[src/sv/indexed_sequence_store_unit_defines.svh]
// Assertion macros for the indexed sequence store unit.
// Needs clk_i and rst_ni in the scope of the module that uses them.
`ifndef INDEXED_SEQUENCE_STORE_UNIT_DEFINES_SVH
`define INDEXED_SEQUENCE_STORE_UNIT_DEFINES_SVH

// Same-cycle implication, disabled while reset is asserted.
`define ISU_ASSERT_NOW(lbl, ante, cons, msg) \
  lbl: assert property (@(posedge clk_i) disable iff (!rst_ni) (ante) |-> (cons)) \
    else $error(msg);

// Next-cycle implication, disabled while reset is asserted.
`define ISU_ASSERT_NEXT(lbl, ante, cons, msg) \
  lbl: assert property (@(posedge clk_i) disable iff (!rst_ni) (ante) |=> (cons)) \
    else $error(msg);

`endif

[src/sv/isu_pkg.sv]
// Shared types and codes for the indexed sequence store unit.
// Used by isu_cell and indexed_sequence_store_unit; depends on nothing.
`default_nettype none

package isu_pkg;

  typedef enum logic [2:0] {
    OP_APPEND = 3'd0,
    OP_INSERT = 3'd1,
    OP_READ   = 3'd2,
    OP_WRITE  = 3'd3,
    OP_REMOVE = 3'd4,
    OP_POP    = 3'd5,
    OP_FIND   = 3'd6,
    OP_CLEAR  = 3'd7
  } isu_op_e;

  typedef enum logic [1:0] {
    ST_OK    = 2'd0,
    ST_RANGE = 2'd1,
    ST_FULL  = 2'd2
  } isu_status_e;

  typedef enum logic [1:0] {
    S_IDLE = 2'b01,
    S_EXEC = 2'b10
  } isu_state_e;

  typedef struct packed {
    logic [2:0]  op;
    logic [6:0]  position;
    logic [31:0] element;
  } isu_in_t;

  typedef struct packed {
    logic [1:0]  status;
    logic [31:0] read_value;
    logic        found;
    logic [5:0]  found_position;
    logic [6:0]  length;
    logic        is_empty;
  } isu_out_t;

  // Update command broadcast to every cell of the row.
  typedef struct packed {
    logic shift_up;    // insert: cells above the position take the left neighbor
    logic shift_down;  // remove: cells at or above the position take the right neighbor
    logic write;       // the cell at the position takes the element
  } isu_cell_ctrl_t;

endpackage

`default_nettype wire

[src/sv/isu_cell.sv]
// One storage cell of the sequence row: holds one entry, shifts with its neighbors.
// Depends on isu_pkg for the broadcast update command.
`default_nettype none

module isu_cell #(
  parameter int unsigned CELL_INDEX = 0,
  parameter int unsigned CNT_W      = 7,
  parameter int unsigned ELEM_W     = 32
) (
  input  wire                          clk_i,
  input  wire isu_pkg::isu_cell_ctrl_t ctrl_i,
  input  wire logic [CNT_W-1:0]        pos_i,
  input  wire logic [CNT_W-1:0]        count_i,
  input  wire logic [ELEM_W-1:0]       elem_i,
  input  wire logic [ELEM_W-1:0]       left_i,
  input  wire logic [ELEM_W-1:0]       right_i,
  output logic [ELEM_W-1:0]            entry_o,
  output logic                         match_o,
  output logic                         sel_o
);

  localparam logic [CNT_W-1:0] Idx = CNT_W'(CELL_INDEX);

  logic [ELEM_W-1:0] entry_q, entry_d;
  logic              at_pos, above_pos;

  assign at_pos    = (Idx == pos_i);
  assign above_pos = (Idx > pos_i);

  always_comb begin
    entry_d = entry_q;
    if (ctrl_i.shift_up) begin
      if (above_pos) begin
        entry_d = left_i;
      end else if (at_pos) begin
        entry_d = elem_i;
      end
    end else if (ctrl_i.shift_down) begin
      if (above_pos || at_pos) begin
        entry_d = right_i;
      end
    end else if (ctrl_i.write && at_pos) begin
      entry_d = elem_i;
    end
  end

  always_ff @(posedge clk_i) begin
    entry_q <= entry_d;
  end

  assign entry_o = entry_q;
  assign sel_o   = at_pos;
  // Only live entries take part in a search.
  assign match_o = (entry_q == elem_i) && (Idx < count_i);

endmodule

`default_nettype wire

[config.mk]
export PLATFORM = sky130hd
export DESIGN_NAME = isu_cell
export DESIGN_NICKNAME = d
export VERILOG_FILES = /design/src/sv/indexed_sequence_store_unit_defines.svh /design/src/sv/isu_pkg.sv /design/src/sv/isu_cell.sv
export SDC_FILE = /design/constraint.sdc
export NUM_CORES = 1
export LEC_CHECK = 0
export BUFFER_PORTS_ARGS = -buffer_cell sky130_fd_sc_hd__buf_2
export CAP_MARGIN = 20
export CORE_ASPECT_RATIO = 0.7
export CORE_MARGIN = 2
export CORE_UTILIZATION = 30
export CTS_BUF_LIST = sky130_fd_sc_hd__clkbuf_16
export DETAILED_ROUTE_END_ITERATION = 16
export PLACE_DENSITY = 0.65
export SYNTH_ARGS = -nofsm -noshare
export SYNTH_HDL_FRONTEND = slang
export SYNTH_SLANG_ARGS = --single-unit
[constraint.sdc]
create_clock -name clk_i -period 3.3 [get_ports clk_i]
set_input_delay 0.165 -clock clk_i [delete_from_list [all_inputs] [get_ports clk_i]]
set_output_delay 0.165 -clock clk_i [all_outputs]
set_load 0.02 [all_outputs]
==> flow_summary.json, run 1 <==
{
  "cts-root-buf": "sky130_fd_sc_hd__clkbuf_16",
  "timing_worst_slew_pin_value_ns": 0.896,
  "routedLengthMet1_um": 1700,
  "layout-drive-gt1-share": 0.675,
  "io_pins": 148,
  "cts.repair_timing.setup_buffer_count": 0,
  "grt_first_pass_wirelength_um": 6150,
  "dr_wl_met2_um": 1980,
  "detail_route.iter0.violations": 24,
  "placement_cell_area_mm2": 0.00244,
  "fmaxAchievable_mhz": 484,
  "post_synth.cell_area_avg_um2": 15.2,
  "synth_warnings": 0,
  "worst-endpoint-arrival_ns": 1.90,
  "max-clock-path-buffers": 2,
  "rsz_0062_raised_after_global_routing": "false",
  "yosys.cell_types.count": 17,
  "number_of_max_capacitance_violations_reported": 0,
  "synthesis.nets": 231,
  "worst-path-max-fanout": 2,
  "drt-vias-per-instance": 4.38,
  "grt_pass1_vias": 1308,
  "static_leakage_uw": 0.00109,
  "detail_route.wl_per_cell_um": 13.1,
  "cts_buffers": 5,
  "grt_start_max_net_pins": 33,
  "final_worst_path_cycle_share": 0.627,
  "synth.largest_area_cell": "sky130_fd_sc_hd__edfxtp_1",
  "tritoncts": "done",
  "post-synth-top-count-cell": "sky130_fd_sc_hd__edfxtp_1",
  "grt_use_total": 0.126,
  "clk_pin_slew_ns": 0.05,
  "timing.final.ws_setup_ns": 1.23,
  "finalWirelength_um": 4080,
  "detail-route-antenna-nets": 0,
  "number_of_antenna_violations_at_the_first_check_in_global_routing": 0,
  "slew-limit-headroom": 0.401,
  "synth_top_cells_by_area": "sky130_fd_sc_hd__edfxtp_1, sky130_fd_sc_hd__mux2_2, sky130_fd_sc_hd__xor2_1",
  "critPathLaunchType": "flop",
  "cts_repair_resize_count": 0,
  "largest_register_ff_count": 32,
  "powerDensity_mw_per_mm2": 391,
  "ff_latch_count_synth": 32,
  "timing_max_transition_violations_final": 0,
  "floorplan.die.width_um": 95.9,
  "global_route.overflow_total": 0,
  "first_pass_iters": 4,
  "cell_area_after_synthesis_mm2": 0.00177,
  "worst_ir_drop_vdd_mv": 0.258,
  "detail_route.drc_violations": 0,
  "core-area_mm2": 0.00573,
  "globalplace.congestion": 0.680,
  "highest_layer": "met4",
  "vias": 1368,
  "port_buffers": 115,
  "fp.dieArea_mm2": 0.00655,
  "final_period_minus_worst_setup_slack_ns": 2.07,
  "initial_utilization": 0.310,
  "leading_cell_types_by_count_after_synthesis": "sky130_fd_sc_hd__edfxtp_1, sky130_fd_sc_hd__mux2_2, sky130_fd_sc_hd__xor2_1",
  "setup_violations": 0,
  "antenna_cells": 0,
  "hold_ws_ns": 0.192,
  "final_nets": 350,
  "core.rowCount": 23,
  "worst-endpoint-required_ns": 3.13,
  "number_of_instances_in_the_synthesized_netlist": 117,
  "cts.sink_count": 32,
  "hpwl_um": 3200,
  "final_hold_viol_count": 0,
  "ys.flop_type": "sky130_fd_sc_hd__edfxtp_1",
  "setup.worst_path.end_class": "output pin",
  "dieHeight_um": 68.3,
  "flow.area_growth_from_synthesis_pct": 45.3,
  "asyncSetResetFlopFracSynth": 0,
  "finalPower_uw": 1010,
  "dp_worst_setup_slack_ns": 1.39,
  "cts-hold-fix-buffers": 0,
  "finish.instance_area_mm2": 0.00258,
  "synth-edff-count": 32,
  "synth.top_cell.area_share": 0.542,
  "outcome": "complete, no violations",
  "hold_path_class": "in -> reg",
  "wl_met3_um": 389,
  "seq_area_frac_synth": 0.542,
  "critPathKind": "reg -> out",
  "cts.htree.levels": 2,
  "fin_tns_setup_ns": 0
}
-- worst paths after layout --
check	from	end	depth (start not counted)
worst min-delay path	right_i[6]	entry_o[6]	2
worst max-delay path	entry_o[2]	match_o	5
-- cell usage in the layout, fill, tap and decap left out --
cell type                   Yosys  final
sky130_fd_sc_hd__buf_4          0      1
sky130_fd_sc_hd__nor3_1         1      1
sky130_fd_sc_hd__xnor2_1        4      4
sky130_fd_sc_hd__or4_4          1      1
sky130_fd_sc_hd__buf_2          3    115
sky130_fd_sc_hd__nor4_2         3      3
sky130_fd_sc_hd__xor2_1        28     28
sky130_fd_sc_hd__clkbuf_16      0      5
sky130_fd_sc_hd__nor4_1         5      5
sky130_fd_sc_hd__nor2b_4        0      1
sky130_fd_sc_hd__clkinv_1       0      1
sky130_fd_sc_hd__edfxtp_1      32     32
sky130_fd_sc_hd__o31a_1         1      1
sky130_fd_sc_hd__a2111oi_2      1      1
sky130_fd_sc_hd__nand3_1        1      1
sky130_fd_sc_hd__nor4_4         1      1
sky130_fd_sc_hd__clkinv_2       0      2
sky130_fd_sc_hd__mux2_1         2      2
sky130_fd_sc_hd__nand4_1        2      2
sky130_fd_sc_hd__mux2_2        30     30
-- layer usage --
| metal | vias up | global-route usage |
|---|---|---|
| met5 | - | 0 |
| met3 | 2 | 0.0617 |
| li1 | 685 | - |
| met1 | 624 | 0.150 |
| met2 | 57 | 0.207 |
| met4 | 0 | 0.0321 |
-- through the flow --
step,cells,utilization
2_1_floorplan,117,-
3_3_place_gp,304,0.426
3_5_place_dp,304,0.426
4_1_cts,312,0.450
5_1_grt,312,0.450
6_report,312,0.450
-- power by group --
part	internal (uW)	leakage [uW]	total, uW	switching, uW
sequential	454	0.000288	455	1.52
combinational	75.5	0.000730	126	50.0
clock	273	0.0000710	428	154
-- critical path: stages, from the launching register on --
cell and delay (ns):
sky130_fd_sc_hd__edfxtp_1 0.41, sky130_fd_sc_hd__xor2_1 0.16, sky130_fd_sc_hd__nor4_1 0.35, sky130_fd_sc_hd__nand4_1 0.21, sky130_fd_sc_hd__a2111oi_2 0.30, sky130_fd_sc_hd__buf_2 0.22
-- area by class of cell --
type                       count  area (um^2)
fill                         526         3150
sequential                    32          961
multi-input combinational     81          802
timing repair buffer         116          583
clock buffer                   5          125
tap                           75         93.8
clock inverter                 3         13.8
-- logic make-up (layout without fill, tap and decap cells) --
kind of cell / after synthesis / after routing / synth area share
mux: 32 / 32 / 0.203
xor+xnor: 32 / 32 / 0.158
simple gates: 15 / 15 / 0.0733
compound gates: 2 / 2 / 0.0134
buf+inv: 4 / 124 / 0.0106
flops: 32 / 32 / 0.542
(Power assumes the default switching activity.)
==> inputs of run 2 (changes only) <==
==> constraint.sdc (replaced) <==
create_clock -name clk_i -period 1.95 [get_ports clk_i]
set_input_delay 0.0975 -clock clk_i [delete_from_list [all_inputs] [get_ports clk_i]]
set_output_delay 0.0975 -clock clk_i [all_outputs]
set_load 0.02 [all_outputs]
==> run 2 against run 1 <==
Effect of this change: the flow now finishes with violations (setup timing); sequential power rose by 69%; setup slack lost 1.2 ns; cell area rose by 3.2%; total power is 83% higher; hold slack got worse by 0.073 ns; final cell count grew 0.64%; sequential cell count did not move; critical path type unchanged; critical endpoint unchanged; highest routed layer unchanged.
==> flow_summary.json, run 2 (synthesis gave the netlist of run 1 again) <==
{
  "outcome": "finished with violations",
  "violations": "setup timing",
  "critPathKind": "reg -> out",
  "static_leakage_uw": 0.00112,
  "final_cells": 314,
  "detail_route.wl_per_cell_um": 13.7,
  "finalWirelength_um": 4290,
  "tritoncts": "done",
  "layout_commonest_cell": "sky130_fd_sc_hd__buf_2",
  "dp_worst_setup_slack_ns": 0.145,
  "worst_ir_drop_vdd_mv": 0.379,
  "core-area_mm2": 0.00573,
  "final_nets": 352,
  "flow.area_growth_from_synthesis_pct": 49.9,
  "detail_route.iter0.violations": 41,
  "final_cell_mix": "sky130_fd_sc_hd__buf_2, sky130_fd_sc_hd__edfxtp_1, sky130_fd_sc_hd__mux2_2",
  "hold_path_startpoint": "right_i[6]",
  "critPathLaunch": "entry_o[12]",
  "final_period_minus_worst_setup_slack_ns": 1.96,
  "timing_max_transition_violations_final": 0,
  "slew-limit-headroom": 0.784,
  "final_hold_viol_count": 0,
  "worst-endpoint-required_ns": 1.85,
  "layout-drive-gt1-share": 0.690,
  "detail_route.drc_violations": 0,
  "critPathLaunchType": "flop",
  "number_of_max_capacitance_violations_reported": 0,
  "cpPeakStageDelay_ns": 0.40,
  "clk_pin_slew_ns": 0.05,
  "cts-root-buf": "sky130_fd_sc_hd__clkbuf_16",
  "grt_start_max_net_pins": 25,
  "number_of_antenna_violations_at_the_first_check_in_global_routing": 0,
  "detail-route-antenna-nets": 0,
  "critical_path.cell_chain": "xor2_1, nor4_2, nand4_1, a2111oi_2, buf_4",
  "first_pass_iters": 2,
  "vias": 1380,
  "dieHeight_um": 68.3,
  "dpl.cell_count": 306,
  "powerDensity_mw_per_mm2": 695,
  "largest_register_ff_count": 32,
  "fp.dieArea_mm2": 0.00655,
  "drt-vias-per-instance": 4.39,
  "worst-path-max-fanout": 2,
  "core.rowCount": 23,
  "cts-hold-fix-buffers": 0,
  "timing.final.ws_setup_ns": -0.00622,
  "setup.worst_path.end_class": "output pin",
  "timing_worst_slew_pin_value_ns": 0.321,
  "cts.sink_count": 32,
  "io_pins": 148,
  "initial_utilization": 0.310,
  "globalplace.congestion": 0.651,
  "worst-endpoint-arrival_ns": 1.86,
  "grt_use_total": 0.137,
  "grt_first_pass_wirelength_um": 6600,
  "global_route.overflow_total": 0,
  "max-clock-path-buffers": 2,
  "timing.critical_path.max_delay_family": "simple AND/OR/NAND/NOR gates",
  "antenna_cells": 0,
  "setup_violations": 1,
  "crit_slowest_cell": "sky130_fd_sc_hd__edfxtp_1",
  "hold_path_class": "in -> reg",
  "grt_pass1_vias": 1399,
  "port_buffers": 115,
  "crit_buf_inv": 1,
  "final_worst_path_cycle_share": 1.00,
  "cts_buffers": 5,
  "fmaxAchievable_mhz": 511,
  "cts.htree.levels": 2,
  "floorplan.die.width_um": 95.9,
  "hpwl_um": 3440,
  "rsz_0062_raised_after_global_routing": "true"
}
==> run 2: timing repair <==
action                     4_1_cts  5_1_grt
setup buffers                    0        0
setup endpoints to repair        1        1
gates cloned                     0        0
gates resized for setup          2        1
pin swaps                        5        3
==> run 2: worst paths after layout <==
path                    endpoint  slack, ns  cells after the start
worst max-delay path     match_o     -0.006                      5
worst min-delay path  entry_o[6]       0.12                      2
==> run 2: layout make-up <==
| cell class | instances | area [um^2] |
|---|---|---|
| well taps | 75 | 93.8 |
| repair buffers | 118 | 626 |
| flip-flops and latches | 32 | 961 |
| clock inverters | 3 | 38.8 |
| fillers | 530 | 3070 |
| clock buffers | 5 | 125 |
| multi-input cells | 81 | 816 |
==> run 2: per-layer routing <==
metal,GRT usage,routed length (um)
met1,0.166,1860
met2,0.226,2040
met3,0.0573,369
met4,0.0375,25
met5,0,0
==> run 2: per-stage QoR <==
stage	util	setup TNS [ns]	power [uW]	cell area, um^2	hold WS, ns
finish	0.464	-0.00622	1850	2660	0.119
global placement	0.433	0	1000	2480	0.389
floorplan	-	0	889	1780	0.234
CTS	0.464	-0.0672	1880	2660	0.111
detailed placement	0.433	0	1010	2480	0.393
global route	0.464	-0.119	1940	2660	0.125
==> run 2: report_power, final <==
part           switching [uW]  internal (uW)  leakage, uW
clock network             260            594    0.0000850
logic                    90.9            133     0.000748
registers                2.60            768     0.000288
total                     354           1490      0.00112
==> inputs of run 3 (changes only) <==
--- a/config.mk
+++ b/config.mk
@@ -5,14 +5,13 @@
 export SDC_FILE = /design/constraint.sdc
 export NUM_CORES = 1
 export LEC_CHECK = 0
-export BUFFER_PORTS_ARGS = -buffer_cell sky130_fd_sc_hd__buf_2
+export BUFFER_PORTS_ARGS = -buffer_cell sky130_fd_sc_hd__buf_4
 export CAP_MARGIN = 20
 export CORE_ASPECT_RATIO = 0.7
 export CORE_MARGIN = 2
-export CORE_UTILIZATION = 30
+export CORE_UTILIZATION = 27
 export CTS_BUF_LIST = sky130_fd_sc_hd__clkbuf_16
 export DETAILED_ROUTE_END_ITERATION = 16
-export PLACE_DENSITY = 0.65
 export SYNTH_ARGS = -nofsm -noshare
 export SYNTH_HDL_FRONTEND = slang
 export SYNTH_SLANG_ARGS = --single-unit
==> run 3 against run 2 <==
Effect of this change: the flow now finishes without violations; total power down 4.8%; highest routed layer unchanged; first-iteration DRC count shrank 54%; sequential cell count stayed put.
==> flow_summary.json, run 3 (synthesis gave the netlist of run 1 again) <==
{
  "p_switching_uw": 355,
  "tritoncts": "done",
  "crit_slowest_cell": "sky130_fd_sc_hd__edfxtp_1",
  "timing_worst_slew_pin_value_ns": 0.357,
  "port_buffers": 115,
  "grt_first_pass_wirelength_um": 7120,
  "static_leakage_uw": 0.00121,
  "detail-route-antenna-nets": 0,
  "clockPowerShare": 0.409,
  "cts.sink_count": 32,
  "timing.final.ws_setup_ns": 0.0233,
  "setup.worst_path.end_class": "output pin",
  "dp_worst_setup_slack_ns": 0.209,
  "timing.critical_path.max_delay_family": "simple AND/OR/NAND/NOR gates",
  "rsz_0062_raised_after_global_routing": "true",
  "core-area_mm2": 0.00628,
  "grt_pass1_vias": 1514,
  "timing_max_transition_violations_final": 0,
  "crit_buf_inv": 1,
  "seqPwrFrac": 0.438,
  "fmaxAchievable_mhz": 519,
  "worst-path-max-fanout": 2,
  "powerDensity_mw_per_mm2": 602,
  "first_pass_iters": 4,
  "swShare": 0.202,
  "final_period_minus_worst_setup_slack_ns": 1.93,
  "final_util": 0.466,
  "detail_route.drc_violations": 0,
  "fin_tns_setup_ns": 0,
  "largest_register_ff_count": 32,
  "flow.area_growth_from_synthesis_pct": 64.7,
  "dieHeight_um": 71.8,
  "worstSetupPathDepth": 5,
  "finalPower_uw": 1760,
  "slew-limit-headroom": 0.760,
  "cts-root-buf": "sky130_fd_sc_hd__clkbuf_16",
  "dpl.cell_count": 309,
  "cpPeakStageDelay_ns": 0.41,
  "cts_buffers": 5,
  "detail_route.iter0.violations": 19,
  "finalWirelength_um": 4650,
  "initial_utilization": 0.283,
  "fp.dieArea_mm2": 0.00725,
  "max-clock-path-buffers": 2,
  "number_of_antenna_violations_at_the_first_check_in_global_routing": 0,
  "grt_use_total": 0.127,
  "floorplan.die.width_um": 101,
  "sequential_cell_area_um2": 961,
  "final_cell_mix": "sky130_fd_sc_hd__buf_4, sky130_fd_sc_hd__edfxtp_1, sky130_fd_sc_hd__mux2_2",
  "antenna_cells": 0,
  "globalplace.congestion": 0.694,
  "grt_start_max_net_pins": 33,
  "hold_path_class": "in -> reg",
  "clk_pin_slew_ns": 0.05,
  "io_pins": 148,
  "number_of_max_capacitance_violations_reported": 0,
  "critPathKind": "reg -> out",
  "worst-endpoint-arrival_ns": 1.83,
  "final_worst_path_cycle_share": 0.988,
  "cellInternalPower_uw": 1400,
  "final_hold_viol_count": 0,
  "global_route.overflow_total": 0,
  "worst_ir_drop_vdd_mv": 0.331,
  "layout_commonest_cell": "sky130_fd_sc_hd__buf_4",
  "vias": 1410,
  "hpwl_um": 3680,
  "core.rowCount": 24,
  "final_nets": 354,
  "whs_path_depth": 2,
  "critPathLaunchType": "flop",
  "critical_path.cell_chain": "xor2_1, nor4_2, nand4_1, a2111oi_2, buf_4",
  "detail_route.wl_per_cell_um": 14.6,
  "final_cells": 318,
  "cts.htree.levels": 2,
  "drt-vias-per-instance": 4.43,
  "pwr-share-comb": 0.153,
  "setup_violations": 0,
  "layout-drive-gt1-share": 0.692,
  "outcome": "complete, no violations",
  "layout.filler_cells": 590,
  "worst-endpoint-required_ns": 1.85,
  "multi_input_logic_area_um2": 816
}
==> run 3: cell type report <==
class | count | share of cell area
sequential | 32 | 0.329
timing repair buffer | 120 | 0.313
multi-input combinational | 81 | 0.279
clock buffer | 5 | 0.0428
tap | 78 | 0.0334
clock inverter | 2 | 0.00300
==> run 3: routing by layer <==
layer	routed length, um	track usage
met1	1940	0.152
met3	480	0.0712
met2	2220	0.203
met5	0	0
met4	11	0.0240
==> run 3: worst paths after layout <==
kind | start | to | slack (ns)
worst max-delay path | entry_o[22] | match_o | 0.02
worst min-delay path | right_i[6] | entry_o[6] | 0.12
==> run 3: through the flow <==
step	hold slack (ns)	area [um^2]
CTS	0.113	2920
finish	0.116	2920
detailed placement	0.389	2760
global route	0.123	2920
floorplan	0.234	1780
global placement	0.385	2760
==> run 3: what timing repair did <==
action	CTS	global route
setup endpoints to repair	1	1
gates resized for setup	2	0
gates cloned	0	0
buffers inserted	2	0
pin swaps	5	3
hold buffers	0	0
==> run 3: power by group through the flow <==
stage               registers [uW]  clock network, uW  logic (uW)
floorplan                      789                  0         100
global placement               784                  0         267
detailed placement             784                  0         269
CTS                            770                743         272
global route                   770                767         291
finish                         771                719         270
